[src/hdl/salc_pkg.sv]
package salc_pkg;

    localparam int DEF_MAX_SET_BITS = 6;
    localparam int DEF_MAX_WAYS     = 8;
    localparam int DEF_COUNT_BITS   = 32;

    localparam int ADDR_W    = 64;
    localparam int TAG_W     = 64;
    localparam int CNT_OUT_W = 32;
    localparam int CFG_IDX_W = 2;
    localparam int CFG_DAT_W = 6;

    localparam logic [1:0] MODE_MODIFY = 2'd2;

    localparam logic [1:0] OUT_HIT   = 2'd0;
    localparam logic [1:0] OUT_MISS  = 2'd1;
    localparam logic [1:0] OUT_EVICT = 2'd2;

    localparam logic [CFG_IDX_W-1:0] CFG_SET_BITS   = 2'd0;
    localparam logic [CFG_IDX_W-1:0] CFG_WAYS       = 2'd1;
    localparam logic [CFG_IDX_W-1:0] CFG_BLOCK_BITS = 2'd2;

    localparam logic [2:0] RST_SET_BITS   = 3'd4;
    localparam logic [3:0] RST_WAYS       = 4'd1;
    localparam logic [5:0] RST_BLOCK_BITS = 6'd4;

    typedef struct packed {
        logic [2:0] set_bits;
        logic [3:0] ways_in_use;
        logic [5:0] block_bits;
    } t_cfg;

endpackage

[src/hdl/salc_front.sv]
module salc_front import salc_pkg::*; #(
    parameter int MAX_SET_BITS = DEF_MAX_SET_BITS,
    localparam int SET_W = (MAX_SET_BITS > 0) ? MAX_SET_BITS : 1
) (
    input  logic              i_clk,
    input  logic              i_rst_n,
    input  t_cfg              i_cfg,
    input  logic              i_valid,
    output logic              o_ready,
    input  logic [1:0]        i_mode,
    input  logic [ADDR_W-1:0] i_address,
    output logic              o_q_vld,
    input  logic              i_q_pop,
    output logic [1:0]        o_q_mode,
    output logic [TAG_W-1:0]  o_q_tag,
    output logic [SET_W-1:0]  o_q_set
);

    logic [3:0]        s_eff;
    logic [6:0]        shamt;
    logic [TAG_W-1:0]  tag;
    logic [ADDR_W-1:0] set_full;
    logic [SET_W-1:0]  set_idx;
    logic              push;

    logic [1:0]       r_q_mode [2];
    logic [TAG_W-1:0] r_q_tag  [2];
    logic [SET_W-1:0] r_q_set  [2];
    logic             r_wr_ptr, r_rd_ptr;
    logic [1:0]       r_cnt;

    always_comb begin
        if ({1'b0, i_cfg.set_bits} > 4'(MAX_SET_BITS)) begin
            s_eff = 4'(MAX_SET_BITS);
        end else begin
            s_eff = {1'b0, i_cfg.set_bits};
        end
        shamt    = 7'(s_eff) + 7'(i_cfg.block_bits);
        tag      = (shamt < 7'd64) ? (i_address >> shamt) : '0;
        set_full = i_address >> i_cfg.block_bits;
        set_idx  = set_full[SET_W-1:0] & ~({SET_W{1'b1}} << s_eff);
    end

    assign o_ready  = (r_cnt != 2'd2);
    assign push     = i_valid && o_ready;
    assign o_q_vld  = (r_cnt != 2'd0);
    assign o_q_mode = r_q_mode[r_rd_ptr];
    assign o_q_tag  = r_q_tag[r_rd_ptr];
    assign o_q_set  = r_q_set[r_rd_ptr];

    always_ff @(posedge i_clk) begin
        if (push) begin
            r_q_mode[r_wr_ptr] <= i_mode;
            r_q_tag[r_wr_ptr]  <= tag;
            r_q_set[r_wr_ptr]  <= set_idx;
        end
    end

    always_ff @(posedge i_clk) begin
        if (!i_rst_n) begin
            r_wr_ptr <= 1'b0;
            r_rd_ptr <= 1'b0;
            r_cnt    <= 2'd0;
        end else begin
            if (push) begin
                r_wr_ptr <= ~r_wr_ptr;
            end
            if (i_q_pop) begin
                r_rd_ptr <= ~r_rd_ptr;
            end
            if (push && !i_q_pop) begin
                r_cnt <= r_cnt + 2'd1;
            end else if (!push && i_q_pop) begin
                r_cnt <= r_cnt - 2'd1;
            end
        end
    end

endmodule

[config.mk]
export PLATFORM = sky130hd
export DESIGN_NAME = salc_front
export DESIGN_NICKNAME = d
export VERILOG_FILES = /design/src/hdl/salc_pkg.sv /design/src/hdl/salc_front.sv
export SDC_FILE = /design/constraint.sdc
export NUM_CORES = 1
export LEC_CHECK = 0
export ABC_AREA = 1
export ABC_CLOCK_PERIOD_IN_PS = 7600
export BUFFER_PORTS_ARGS = -buffer_cell sky130_fd_sc_hd__buf_2
export CORE_MARGIN = 2
export CORE_UTILIZATION = 64
export DETAILED_ROUTE_END_ITERATION = 8
export PLACE_DENSITY_LB_ADDON = 0.05
export SYNTH_ARGS = -nofsm -noshare
export SYNTH_HDL_FRONTEND = slang
export SYNTH_SLANG_ARGS = --single-unit
[constraint.sdc]
create_clock -name i_clk -period 7.6 [get_ports i_clk]
set_input_delay 1.52 -clock i_clk [delete_from_list [all_inputs] [get_ports i_clk]]
set_output_delay 1.52 -clock i_clk [all_outputs]
set_load 0.05 [all_outputs]
==> out/metrics.cfg <==
[yosys]
ys_dominant_reg_cell = edfxtp_1
synth_area_leaders = edfxtp_1 36%, nand2_1 22%, nand3_1 18%
synth_top_area_frac = 0.360
syn-cell-area_um2 = 12000
ys_ff_latch = 149
postSynth.asyncResetShare = 0
synth_top_area_cell = edfxtp_1
ys_types = 28
synth_cells = 1764
yosysWarnings = 0
ys_seq_area_frac = 0.369
synth.most_common_cell = nand2_1
synth_edf_count = 144
syn_nets = 1853
synth_common_cells = 704 x nand2_1, 443 x nand3_1, 144 x edfxtp_1
syn_avg_cell_area_um2 = 6.80

[timing]
fin_tns_setup_ps = 0
tightest_slew_ps = 1350
setup_violations = 0
fmax_ghz = 0.217
fin_crit_ps = 4600
period_share = 0.605
maxSlewHeadroom = 0.0952
finalHoldViolCount = 0
drv_slew = 0
clock_skew_ps = 8.83
grt_setup_unrepaired = no

[power]
power_density_nw_per_um2 = 245
p_total_mw = 3.25
p_leak_nw = 6.25
ir_worst_vdd_uv = 164

[setup_path]
cp_num_buf_inv = 3
cp_slowest_cell = buf_4
critPathCaptureType = flop
critPathKind = primary input to flop
cp_slowest_stage_delay_ps = 610
cpMostUsedCell = nand2_1
crit_arrival_ps = 4880
cp_top_family = buffers and inverters
worstPathRequired_ps = 7870
reg2reg_slack_ps = 5690
crit_chain = buf_2, a21boi_0, ha_1, fa_2, nand2_1, nand2_1, nand2_1, xor2_4, buf_4, inv_2, nand2_1, nand3_1, nand2_1
startpoint_type = primary input
worst-path-max-fanout = 73

[drt]
first_pass_iters = 7
vias = 12700
drcViolationCount = 0
post_drt_via_cell_ratio = 6.12
drt-initial-drc-count = 1980
drt_wl_total_um = 36700
wire_per_inst_um = 17.7
drtAntennaViolNets = 0

[global_routing]
grt_antenna_before_repair = 0
grt_pass1_vias = 10900
grt_pass1_wl_um = 56300
overflow = 0
grt-busiest-layer = met2
grt_max_degree = 74
grtUsageMet3 = 0.0642
track_usage = 0.361
grt.met2_usage = 0.577
grt_util_met1 = 0.502

[clock_network]
cts_buffers = 17
post_cts_resized = 0
clk_pin_slew_ps = 70
root_buffer = clkbuf_16
htree_levels = 4
cts_hold_buf = 0
cts_setup_buffers = 0
cts_tree = yes
clkSinkCount = 149
clk_latency_ps = 430
clock_path_buffers = 2

[final_layout]
drive_gt1_frac = 0.173
area_growth_pct = 10.6
n_antenna_cell = 0
nets = 1918

[floorplan]
die_y_um = 141
initial_utilization = 0.648
dieArea_um2 = 19900
die_w_um = 141
num_rows = 50
io_pins = 157
core-area_um2 = 18500

[placement]
dpl.hpwl_um = 25600
place_congestion = 1.01
io_buffers = 152

[min_path]
hp-class = flop to flop

[status]
run_status = completed

[job]
drv_cap = 0

## worst min-delay path: cells and delay by family (launching register included)
kind	cells	cell delay, ps
AO/OA/AOI/OAI	1	60
flip-flops	1	310
buffers and inverters	1	80
## cell families (layout without fill, tap and decap cells)
kind of cell,after synthesis,count (layout),share of synthesized area
buffers and inverters,180,258,0.0622
AOI/OAI and AO/OA,94,94,0.0403
xor gates and xnor gates,3,3,0.00344
muxes,72,72,0.0676
adders and majority gates,6,6,0.00688
and+or+nand+nor,1260,1260,0.451
DFF,149,149,0.369
## stage by stage
step                area (um2)  cells   util  hold slack, ps  worst slack, ps
finish                   13300   2076  0.717             496             3000
global route             13300   2076  0.717             539             2880
CTS                      13300   2076  0.717             498             3130
detailed placement       12700   2044  0.685             489             2720
global placement         12700   2044  0.685             466             2740
floorplan                12000   1764      -             458             2440
## report_power, final
| group | leakage (nW) | internal [mW] | switching (mW) | total, mW |
|---|---|---|---|---|
| clock | 0.284 | 0.465 | 0.371 | 0.836 |
| sequential | 1.42 | 1.04 | 0.0234 | 1.06 |
| combinational | 4.54 | 0.361 | 0.991 | 1.35 |
## per-layer routing
layer / wire length [um] / part of all wire
met1: 14800 / 0.40
met2: 16800 / 0.46
met3: 3880 / 0.11
met5: 0 / 0
met4: 1250 / 0.034
## final timing paths
| check | start | to | cells past startpoint |
|---|---|---|---|
| min | r_cnt[1]$_SDFFE_PN0P_ | r_cnt[1]$_SDFFE_PN0P_ | 2 |
| max | i_cfg[11] | r_q_tag[0][15]$_DFFE_PP_ | 13 |
| max reg2reg | r_cnt[0]$_SDFFE_PN0P_ | r_q_tag[1][20]$_DFFE_PP_ | 5 |
| min reg2reg | r_cnt[1]$_SDFFE_PN0P_ | r_cnt[1]$_SDFFE_PN0P_ | 2 |
## layout by cell type (no fill, tap or decap), types with 4 or more instances in the layout
cell type | netlist | final
buf_4 | 0 | 15
nand3_1 | 443 | 443
dfxtp_1 | 5 | 4
mux2_2 | 72 | 72
clkbuf_16 | 0 | 17
inv_6 | 0 | 5
ha_1 | 5 | 5
nor3_1 | 13 | 13
inv_2 | 7 | 7
a21oi_1 | 31 | 31
nand2_1 | 704 | 704
edfxtp_1 | 144 | 144
o21ai_0 | 57 | 57
buf_2 | 50 | 152
nor2_1 | 58 | 55
nand4_1 | 8 | 8
or2_2 | 31 | 31
inv_1 | 52 | 52
## layout make-up
type | count | area (um2)
clock buffers | 17 | 425
clock inverters | 15 | 161
fillers | 1520 | 5250
inverters | 59 | 221
multi-input cells | 1435 | 6870
flip-flops and latches | 149 | 4430
well taps | 234 | 293
repair buffers | 167 | 873
## flip-flops by register name (all words and copies together), names as in the netlist, named ones only
name,cells
r_q_tag,128
r_rd_ptr,1
r_q_set,12
r_q_mode,4
r_wr_ptr,1
r_cnt,2
Power figures use the tool's default switching activity.
